<file path="config.mk">
export PLATFORM = sky130hd
export DESIGN_NAME = strict_utf8_decoder
export DESIGN_NICKNAME = d
export VERILOG_FILES = /design/src/sv/utf8d_pkg.sv /design/src/sv/utf8d_step.sv /design/src/sv/strict_utf8_decoder.sv
export SDC_FILE = /design/constraint.sdc
export NUM_CORES = 1
export LEC_CHECK = 0
export ABC_AREA = 1
export BUFFER_PORTS_ARGS = -buffer_cell sky130_fd_sc_hd__buf_4
export CAP_MARGIN = 30
export CORE_ASPECT_RATIO = 1.1
export CORE_MARGIN = 5
export CORE_UTILIZATION = 40
export DETAILED_ROUTE_END_ITERATION = 16
export SETUP_SLACK_MARGIN = 0.1
export SKIP_LAST_GASP = 1
export SLEW_MARGIN = 5
export SYNTH_ARGS = -nofsm -noshare
export SYNTH_HDL_FRONTEND = slang
export SYNTH_SLANG_ARGS = --single-unit
</file>
<file path="constraint.sdc">
create_clock -name clk -period 4.9 [get_ports clk]
set_input_delay 0.98 -clock clk [delete_from_list [all_inputs] [get_ports clk]]
set_output_delay 0.98 -clock clk [all_outputs]
set_load 0.02 [all_outputs]
</file>
<file path="src/sv/utf8d_pkg.sv">
// Shared types and constants for the strict UTF-8 decoder.
// Used by utf8d_step and strict_utf8_decoder; depends on nothing else.
package utf8d_pkg;

  // Widths and depths of the stream fields.
  localparam int ByteW = 8;
  localparam int CodeW = 21;
  localparam int MaxItems = 4;
  localparam int HeldDepth = 3;

  // Kind of a result item.
  localparam logic KIND_CODE = 1'b0;
  localparam logic KIND_STRAY = 1'b1;

  // Byte classes and decode limits.
  localparam logic [7:0] ASCII_LIMIT = 8'h80;
  localparam logic [7:0] LEAD2_LOW = 8'hC0;
  localparam logic [7:0] LEAD3_LOW = 8'hE0;
  localparam logic [7:0] LEAD4_LOW = 8'hF0;
  localparam logic [7:0] LEAD_LIMIT = 8'hF8;
  localparam logic [1:0] CONT_TAG = 2'b10;
  localparam logic [CodeW-1:0] MIN_LEN2 = 21'h00080;
  localparam logic [CodeW-1:0] MIN_LEN3 = 21'h00800;
  localparam logic [CodeW-1:0] MIN_LEN4 = 21'h10000;
  localparam logic [CodeW-1:0] SURR_LOW = 21'h0D800;
  localparam logic [CodeW-1:0] SURR_HIGH = 21'h0DFFF;
  localparam logic [CodeW-1:0] CODE_MAX = 21'h10FFFF;

  // Sequence lengths.
  localparam logic [2:0] LEN_NONE = 3'd0;
  localparam logic [2:0] LEN_2 = 3'd2;
  localparam logic [2:0] LEN_3 = 3'd3;
  localparam logic [2:0] LEN_4 = 3'd4;

  // Decoder state carried from byte to byte.
  typedef struct packed {
    logic [HeldDepth-1:0][ByteW-1:0] held;
    logic [1:0]                      count;
    logic [2:0]                      exp_len;
    logic [CodeW-1:0]                partial;
  } dec_state_t;

  // One result item.
  typedef struct packed {
    logic             kind;
    logic [CodeW-1:0] value;
    logic             last;
  } item_t;

  // All results caused by one input byte.
  typedef struct packed {
    item_t [MaxItems-1:0] items;
    logic [2:0]           n;
  } burst_t;

endpackage

</file>
<file path="src/sv/utf8d_step.sv">
// Combinational decode of one byte against the current sequence state.
// Produces the burst of result items and the next state; uses utf8d_pkg.
module utf8d_step (
  input  logic [7:0]             data_byte,
  input  logic                   end_of_text,
  input  utf8d_pkg::dec_state_t  st,
  output utf8d_pkg::dec_state_t  st_next,
  output utf8d_pkg::burst_t      burst
);

  logic [utf8d_pkg::CodeW-1:0] pc;
  logic [utf8d_pkg::CodeW-1:0] least;
  logic                        ok;

  // Accumulated value with this byte shifted in, and its validity.
  always_comb begin
    pc = {st.partial[utf8d_pkg::CodeW-7:0], data_byte[5:0]};
    case (st.exp_len)
      utf8d_pkg::LEN_2: least = utf8d_pkg::MIN_LEN2;
      utf8d_pkg::LEN_3: least = utf8d_pkg::MIN_LEN3;
      default:          least = utf8d_pkg::MIN_LEN4;
    endcase
    ok = (pc >= least) && !((pc >= utf8d_pkg::SURR_LOW) && (pc <= utf8d_pkg::SURR_HIGH))
         && (pc <= utf8d_pkg::CODE_MAX);
  end

  // Main decision: continue, complete, flush or start afresh.
  always_comb begin
    logic [2:0] k;
    logic       do_fresh;
    logic       do_flush;
    logic [2:0] flush_n;
    st_next = st;
    burst = '0;
    k = 3'd0;
    do_fresh = 1'b0;
    do_flush = 1'b0;
    flush_n = {1'b0, st.count};

    if (st.exp_len == utf8d_pkg::LEN_NONE) begin
      do_fresh = 1'b1;
    end else if (data_byte[7:6] != utf8d_pkg::CONT_TAG) begin
      // A non-continuation byte breaks the sequence.
      do_flush = 1'b1;
      do_fresh = 1'b1;
    end else if ({1'b0, st.count} + 3'd1 >= st.exp_len) begin
      // Final byte of the sequence.
      if (ok) begin
        burst.items[0].kind = utf8d_pkg::KIND_CODE;
        burst.items[0].value = pc;
        k = 3'd1;
        st_next.count = 2'd0;
        st_next.exp_len = utf8d_pkg::LEN_NONE;
        st_next.partial = '0;
      end else begin
        do_flush = 1'b1;
        flush_n = {1'b0, st.count} + 3'd1;
      end
    end else begin
      // Middle byte: hold it; an early end of text flushes everything.
      for (int i = 0; i < utf8d_pkg::HeldDepth; i++) begin
        if (st.count == 2'(i)) begin
          st_next.held[i] = data_byte;
        end
      end
      st_next.count = st.count + 2'd1;
      st_next.partial = pc;
      if (end_of_text) begin
        do_flush = 1'b1;
        flush_n = {1'b0, st.count} + 3'd1;
      end
    end

    // Flush: every held byte (and a failing final byte, or a middle byte at end of text) as its own stray.
    if (do_flush) begin
      for (int i = 0; i < utf8d_pkg::HeldDepth; i++) begin
        if (3'(i) < flush_n) begin
          burst.items[i].kind = utf8d_pkg::KIND_STRAY;
          burst.items[i].value = (3'(i) < {1'b0, st.count}) ?
                                 utf8d_pkg::CodeW'(st.held[i]) :
                                 utf8d_pkg::CodeW'(data_byte);
        end
      end
      if (flush_n == 3'd4) begin
        burst.items[3].kind = utf8d_pkg::KIND_STRAY;
        burst.items[3].value = utf8d_pkg::CodeW'(data_byte);
      end
      k = flush_n;
      st_next.count = 2'd0;
      st_next.exp_len = utf8d_pkg::LEN_NONE;
      st_next.partial = '0;
    end

    // Decode the byte as if no sequence were open.
    if (do_fresh) begin
      if (data_byte < utf8d_pkg::ASCII_LIMIT) begin
        burst.items[k[1:0]].kind = utf8d_pkg::KIND_CODE;
        burst.items[k[1:0]].value = utf8d_pkg::CodeW'(data_byte);
        k = k + 3'd1;
      end else if (data_byte < utf8d_pkg::LEAD2_LOW || data_byte >= utf8d_pkg::LEAD_LIMIT
                   || end_of_text) begin
        burst.items[k[1:0]].kind = utf8d_pkg::KIND_STRAY;
        burst.items[k[1:0]].value = utf8d_pkg::CodeW'(data_byte);
        k = k + 3'd1;
      end else begin
        st_next.held[0] = data_byte;
        st_next.count = 2'd1;
        if (data_byte < utf8d_pkg::LEAD3_LOW) begin
          st_next.exp_len = utf8d_pkg::LEN_2;
          st_next.partial = utf8d_pkg::CodeW'(data_byte[4:0]);
        end else if (data_byte < utf8d_pkg::LEAD4_LOW) begin
          st_next.exp_len = utf8d_pkg::LEN_3;
          st_next.partial = utf8d_pkg::CodeW'(data_byte[3:0]);
        end else begin
          st_next.exp_len = utf8d_pkg::LEN_4;
          st_next.partial = utf8d_pkg::CodeW'(data_byte[2:0]);
        end
      end
    end

    // Mark the final result of this byte.
    if (k != 3'd0) begin
      burst.items[2'(k - 3'd1)].last = 1'b1;
    end
    burst.n = k;
  end

endmodule

</file>
<file path="src/sv/strict_utf8_decoder.sv">
// Top level of the strict UTF-8 decoder: input register, decode step, result buffer.
// Depends on utf8d_pkg and utf8d_step.
//
//  Channel | Dir | tdata                  | tuser     | tlast
//  s_*     | in  | [7:0] data_byte        | -         | end_of_text
//  m_*     | out | [20:0] code_value, pad | item_kind | last_of_run
//
// One byte a cycle is accepted while each byte yields at most one result and m_tready is high.
// A byte that yields several results holds the input while the four-entry result
// buffer drains one result a cycle while m_tready is high; the next byte is taken as its last result leaves.
// A request passes through the input register and then the result buffer to its first result.
// rst is synchronous and clears the sequence state (but not the held bytes) and both valid flags.
// A stall on m_tready backs up through the buffer to s_tready.
module strict_utf8_decoder (
  input  logic        clk,
  input  logic        rst,
  input  logic        s_tvalid,
  output logic        s_tready,
  input  logic [7:0]  s_tdata,   // [7:0] data_byte
  input  logic        s_tlast,
  output logic        m_tvalid,
  input  logic        m_tready,
  output logic [23:0] m_tdata,   // [20:0] code_value, [23:21] zero
  output logic        m_tuser,   // [0] item_kind
  output logic        m_tlast
);

  // Input register.
  logic       in_valid;
  logic [7:0] in_byte;
  logic       in_eot;

  // Decoder state and step outputs.
  utf8d_pkg::dec_state_t st;
  utf8d_pkg::dec_state_t st_next;
  utf8d_pkg::burst_t     burst;

  // Result buffer.
  utf8d_pkg::item_t buf_items [utf8d_pkg::MaxItems];
  logic [1:0]       rd;
  logic [2:0]       cnt;

  logic pop;
  logic fire;

  assign pop = m_tvalid && m_tready;
  assign fire = in_valid && ((cnt == 3'd0) || ((cnt == 3'd1) && pop));
  assign s_tready = !in_valid || fire;

  utf8d_step u_step (
    .data_byte   (in_byte),
    .end_of_text (in_eot),
    .st          (st),
    .st_next     (st_next),
    .burst       (burst)
  );

  // Input register takes a request whenever it is empty or the held byte moves on.
  always_ff @(posedge clk) begin
    if (rst) begin
      in_valid <= 1'b0;
    end else if (s_tready) begin
      in_valid <= s_tvalid;
    end
    if (s_tready && s_tvalid) begin
      in_byte <= s_tdata;
      in_eot <= s_tlast;
    end
  end

  // Sequence state advances once per decoded byte.
  always_ff @(posedge clk) begin
    if (rst) begin
      st.count <= 2'd0;
      st.exp_len <= utf8d_pkg::LEN_NONE;
      st.partial <= '0;
    end else if (fire) begin
      st.count <= st_next.count;
      st.exp_len <= st_next.exp_len;
      st.partial <= st_next.partial;
    end
    if (fire) begin
      st.held <= st_next.held;
    end
  end

  // Result buffer: load a whole burst, then hand out one result a cycle while m_tready is high.
  always_ff @(posedge clk) begin
    if (rst) begin
      cnt <= 3'd0;
      rd <= 2'd0;
    end else if (fire && (burst.n != 3'd0)) begin
      cnt <= burst.n;
      rd <= 2'd0;
    end else if (pop) begin
      cnt <= cnt - 3'd1;
      rd <= rd + 2'd1;
    end
    if (fire && (burst.n != 3'd0)) begin
      for (int i = 0; i < utf8d_pkg::MaxItems; i++) begin
        buf_items[i] <= burst.items[i];
      end
    end
  end

  assign m_tvalid = (cnt != 3'd0);
  assign m_tdata = {3'b000, buf_items[rd].value};
  assign m_tuser = buf_items[rd].kind;
  assign m_tlast = buf_items[rd].last;

`ifndef NO_ASSERTIONS
  // The buffer never holds more than one burst.
  a_cnt_range: assert property (@(posedge clk) disable iff (rst) cnt <= 3'd4)
    else $error("result buffer count out of range");

  // Only the last buffered result of a burst closes the run.
  a_last_marks: assert property (@(posedge clk) disable iff (rst)
    (cnt == 3'd1) |-> m_tlast)
    else $error("final buffered result lacks last_of_run");

  a_last_early: assert property (@(posedge clk) disable iff (rst)
    (cnt > 3'd1) |-> !m_tlast)
    else $error("last_of_run set before the end of a burst");

  // Held count and sequence length stay consistent.
  a_closed_empty: assert property (@(posedge clk) disable iff (rst)
    (st.exp_len == utf8d_pkg::LEN_NONE) |-> (st.count == 2'd0))
    else $error("bytes held with no open sequence");

  a_open_held: assert property (@(posedge clk) disable iff (rst)
    (st.exp_len != utf8d_pkg::LEN_NONE) |->
      ((st.count != 2'd0) && ({1'b0, st.count} < st.exp_len)))
    else $error("open sequence holds a bad byte count");
`endif

endmodule
</file>
Word-level counts from Yosys, hierarchy flattened

Memories as Yosys holds them, arrays and structs flattened. A register that Yosys moved wholly into a read port is not among the register bits.
Cells that the tools add are included.

Bits in writable memories: 92
Logic and storage cells: 144
Output and inout port bits: 28
Memories: 1
Bits in registers: 65

Memory list:

| memory    | words | bits a word | rd ports | clocked after memory_dff | write ports | RTL line                  | RTL |
|---|---|---|---|---|---|---|---|
| buf_items | 4     | 23          | 1        | 1                        | 4           | strict_utf8_decoder.sv:39 | `utf8d_pkg::item_t buf_items [utf8d_pkg::MaxItems];` |

Bitwise logic cells: 3
Multiplexer cells: 71
$add $sub $neg: 6
$lt $le $gt $ge: 20
Equality and inequality tests: 7
Reduce and logical (&&, ||, !) cells: 25

Operators by type and width:

| operator                                                          | number |
|---|---|
| bitwise mux 92 bit                                                | 5 |
| 2-to-1 mux 92 bit                                                 | 4 |
| 2-to-1 mux 22 bit                                                 | 12 |
| 2-to-1 mux 34 bit                                                 | 5 |
| demux 23 bit (select 2 bit)                                       | 3 |
| 2-to-1 mux 26 bit                                                 | 2 |
| 2-to-1 mux 24 bit                                                 | 2 |
| 2-to-1 mux 3 bit                                                  | 15 |
| 2-to-1 mux 21 bit                                                 | 2 |
| 2-to-1 mux 8 bit                                                  | 5 |
| case mux 17 bit (2 select lines)                                  | 1 |
| less-than comparator 8 bit (second input constant)                | 4 |
| 2-to-1 mux 23 bit                                                 | 1 |
| >= comparator 21 x 16 -> 1 bit (second input constant)            | 1 |
| >= comparator 21 x 17 -> 1 bit                                    | 1 |
| less-or-equal comparator 21 x 16 -> 1 bit (second input constant) | 1 |
| less-or-equal comparator 21 bit (second input constant)           | 1 |
| 2-to-1 mux 1 bit                                                  | 11 |
| logical AND 1 bit                                                 | 10 |
| AND reduction 5 bit                                               | 2 |
| >= comparator 8 bit (second input constant)                       | 1 |
| equality test 3 x 2 -> 1 bit (second input constant)              | 2 |
| logical NOT 3 bit                                                 | 2 |
| less-than comparator 1 x 3 -> 1 bit (first input constant)        | 2 |
| other kinds (24)                                                  | 37 |

Depth between registers and ports, before layout

Depth after elaboration: 21
Depth in mapped cells: 31
Mapped depth without buffers: 31

Cells and area by module

A second synthesis with hierarchy kept.

Cells, all modules: 989
Area total of the unflattened synthesis: 8577.0 um^2

By module, submodules not included:

| module              | instances | sequential area each (um^2) | area each (um^2) | cells an instance |
|---|---|---|---|---|
| strict_utf8_decoder | 1         | 4434.3                      | 5729.2           | 433 |
| utf8d_step          | 1         | 0.0                         | 2847.7           | 556 |

Least setup slack after synthesis

OpenSTA, ideal clock, no wires.

Path kind: flip-flop to flip-flop
Start: register st[22] (netlist name)
End: memory buf_items[0][0] (netlist bit), enable pin
Data required time: 4.142 ns
Library setup time: 0.758 ns
Buffers on the path: 0
Slack: 0.255 ns
Stages on the path, launching flop included: 27
Data arrival time: 3.886 ns
Cell sequence: dfxtp_1 inv_1 o21ai_0 ha_1 nand2_1 inv_1 nand2_1 nand2_1 nor2_2 nand2_2 nand2_4 ha_1 inv_1 nand2_1 o211ai_2 nand2_2 inv_2 nand3_2 nand2_2 inv_1 ha_1 inv_1 nor2_2 inv_2 nand2_1 nand2_1 nand3_1

RTL lines:

| element   | RTL line |
|---|---|
| to (decl) | strict_utf8_decoder.sv:39 |

==> results.sh <==
export IMPL_num_io_pins=41
export IMPL_slew_limit_headroom_pct=39.5
export IMPL_p_leak_nw=2.81
export IMPL_slowest_stage="dfxtp_1"
export IMPL_final_cells=955
export IMPL_avgSynthCellArea_um2=8.73
export IMPL_cts_clk_slew_worst_paths_ns=0.06
export IMPL_dp_cells=923
export IMPL_gp_congestion=0.907
export IMPL_drc=0
export IMPL_yosysSeqAreaShare_pct=50.7
export IMPL_rows=47
export IMPL_status="completed"
export IMPL_yosysMostFrequentCell="nand2_1"
export IMPL_wl_met2_mm=7.63
export IMPL_area_growth_pct=16.7
export IMPL_worst_path_buf_inv=6
export IMPL_cts_resized=0
export IMPL_cts_tree="yes"
export IMPL_layout_drive_gt1_share_pct=17.9
export IMPL_totalWireLength_mm=15.9
export IMPL_first_pass_iters=5
export IMPL_syn_inst=710
export IMPL_grt_usage_pct=18.3
export IMPL_synth_warnings=0
export IMPL_ff2ff_setup_slack_ns=0.76
export IMPL_cts_htree_levels=4
export IMPL_ys_types=48
export IMPL_drv_slew=0
export IMPL_max_freq_mhz=242
export IMPL_root_buffer="clkbuf_16"
export IMPL_post_dp_hpwl_mm=11.7
export IMPL_period_needed_ns=4.14
export IMPL_start_util_pct=41.0
export IMPL_grt_pass1_vias=4873
export IMPL_cpPeakStageDelay_ns=0.50
export IMPL_antenna_found_initial=0
export IMPL_ys_flop_type="edfxtp_1"
export IMPL_core_mm2=0.0151
export IMPL_synthArstFlopShare_pct=0
export IMPL_fin_nets=777
export IMPL_dieHeight_um=141
export IMPL_startpoint_type="register"
export IMPL_postCtsSetupRepairBufs=0
export IMPL_synth_seq_cells=114
export IMPL_synth_edf_count=86
export IMPL_synthTopCellsByCount="128 x nand2_1, 99 x nor2_1, 86 x edfxtp_1"
export IMPL_fin_tns_setup_ns=0
export IMPL_grt_pass1_wl_mm=26.0
export IMPL_drv_cap=0
export IMPL_cp_end_kind="register"
export IMPL_setup_viol=0
export IMPL_yosys_area_top_type_share_pct=41.7
export IMPL_crit_required_ns=5.01
export IMPL_cts_num_sinks=114
export IMPL_dieArea_mm2=0.0181
export IMPL_crit_family="simple AND/OR/NAND/NOR gates"
export IMPL_cp_arrival_ns=4.24
export IMPL_holdBufCountCts=0
export IMPL_drt_iter0_drc=530
export IMPL_crit_fanout=40
export IMPL_route_met3_wl_um=734
export IMPL_ir_drop_mv=0.241
export IMPL_synth_top_area_cell="edfxtp_1"
export IMPL_cellPowerDensity_mw_per_mm2=549
export IMPL_netlist_top_cells_area="edfxtp_1 42%, dfxtp_1 9.0%, nand2_1 7.8%"
export IMPL_path_cells="inv_1 -> ha_1 -> ha_1 -> nand2_1 -> nor2_1 -> nor2_2 -> nand2_4 -> inv_2 -> nand2_1 -> a31oi_2 -> nand2_2 -> inv_1 -> ha_1 -> inv_1 -> nor2_2 -> inv_2 -> nand2_1 -> nand2_1 -> nand3_2 -> buf_12"
export IMPL_rsz0062_at_grt="false"
export IMPL_die_w_um=129
export IMPL_grt_ovfl_total=0
export IMPL_cp_common_cell="nand2_1"
export IMPL_netlist_area_mm2=0.00620
export IMPL_highest_layer="met4"
export IMPL_antenna_cells=0
export IMPL_min_path_type="register to register"
export IMPL_vias=5083
export IMPL_fin_worst_skew_ns=0.0130
export IMPL_worstSetupPathType="register to register"
export IMPL_portBuffers=37
export IMPL_grt_max_degree=41
export IMPL_hold_viol=0
export IMPL_routedWlPerCell_um=16.6
export IMPL_clockBufferDepth=2
export IMPL_via_per_inst=5.32
export IMPL_tightestPinTransition_ns=0.906
export IMPL_ant_nets=0
export IMPL_clk_latency_ns=0.42
export IMPL_met1_length_mm=7.12
export IMPL_fin_crit_sh_pct=84.4
export IMPL_final_util_pct=47.8
export IMPL_numCtsBuffers=17
-- tightest hold or removal path, stage by stage, from the launching register on --
cell and delay (ns):
dfxtp_1 0.32, nand2_1 0.06, a21oi_1 0.06
-- final cells by class --
class	count	area (um2)
Fill cell	1449	7880
Sequential cell	114	3140
Multi-Input combinational cell	493	2640
Clock buffer	17	425
Timing Repair Buffer	46	358
Inverter	74	285
Tap cell	196	245
Clock inverter	15	135
-- stage by stage --
stage | setup WS, ns | power [W] | hold WS [ns] | area, um2
floorplan | 0.255 | 0.00239 | 0.458 | 6210
global placement | 0.929 | 0.00281 | 0.470 | 6670
detailed placement | 0.795 | 0.00284 | 0.477 | 6670
CTS | 0.780 | 0.00400 | 0.485 | 7230
global route | 0.479 | 0.00422 | 0.515 | 7230
finish | 0.765 | 0.00397 | 0.481 | 7230
-- report_power, final --
part | leakage (nW) | switching, W | internal (W)
registers | 1.03 | 0.000115 | 0.00130
logic | 1.52 | 0.000942 | 0.000459
clock network | 0.264 | 0.000459 | 0.000698
-- state kept, by name, indices dropped and copies added (netlist names), named ones only --
signal,flops
in_valid,1
rd,2
in_eot,1
buf_items,53
cnt,3
in_byte,8
st,44
-- path summary, 6_finish.rpt --
kind	start	depth (start not counted)	endpoint
setup reg to reg	st[24]$_SDFFE_PP0P_	20	buf_items[0][1]$_DFFE_PP_
setup / recovery	st[24]$_SDFFE_PP0P_	20	buf_items[0][1]$_DFFE_PP_
hold / removal	st[13]$_SDFFE_PP0P_	2	st[13]$_SDFFE_PP0P_
hold reg to reg	st[13]$_SDFFE_PP0P_	2	st[13]$_SDFFE_PP0P_
-- per-layer routing --
| metal | vias up | global-route usage (%) |
|---|---|---|
| met4 | 0 | 7.13 |
| met1 | 2385 | 24.3 |
| met2 | 156 | 29.0 |
| met5 | - | 0 |
| met3 | 31 | 4.00 |
| li1 | 2511 | - |
-- placed cells by master, fill, tap and decap left out, drive strengths merged --
cell	instances
or2	1
a21oi	37
conb	3
a31oi	9
nor3	9
mux2i	2
bufinv	1
edfxtp	86
o21a	1
nand2	145
o21ai	56
a21o	1
dfxtp	28
nand3b	1
o21bai	3
a221oi	4
o2111ai	3
nand4	8
ha	18
xor2	3
nand3	38
clkinvlp	4
o22ai	28
a22oi	8
nor2	111
o32ai	1
nor4	1
buf	46
inv	77
clkinv	7
clkbuf	17
a21boi	1
o211ai	1
-- kinds of logic (layout without fill, tap and decap cells) --
kind of cell	Yosys count	count (layout)	synth area share [%]
compound gates	153	153	14.8
xor+xnor	3	3	0.424
fa+ha+maj	18	18	3.63
buf+inv	105	152	6.92
flops	114	114	50.7
mux	2	2	0.323
other cells	1	3	0.0605
simple gates	314	314	23.2
Note: power is estimated with default switching activity, not from simulation.
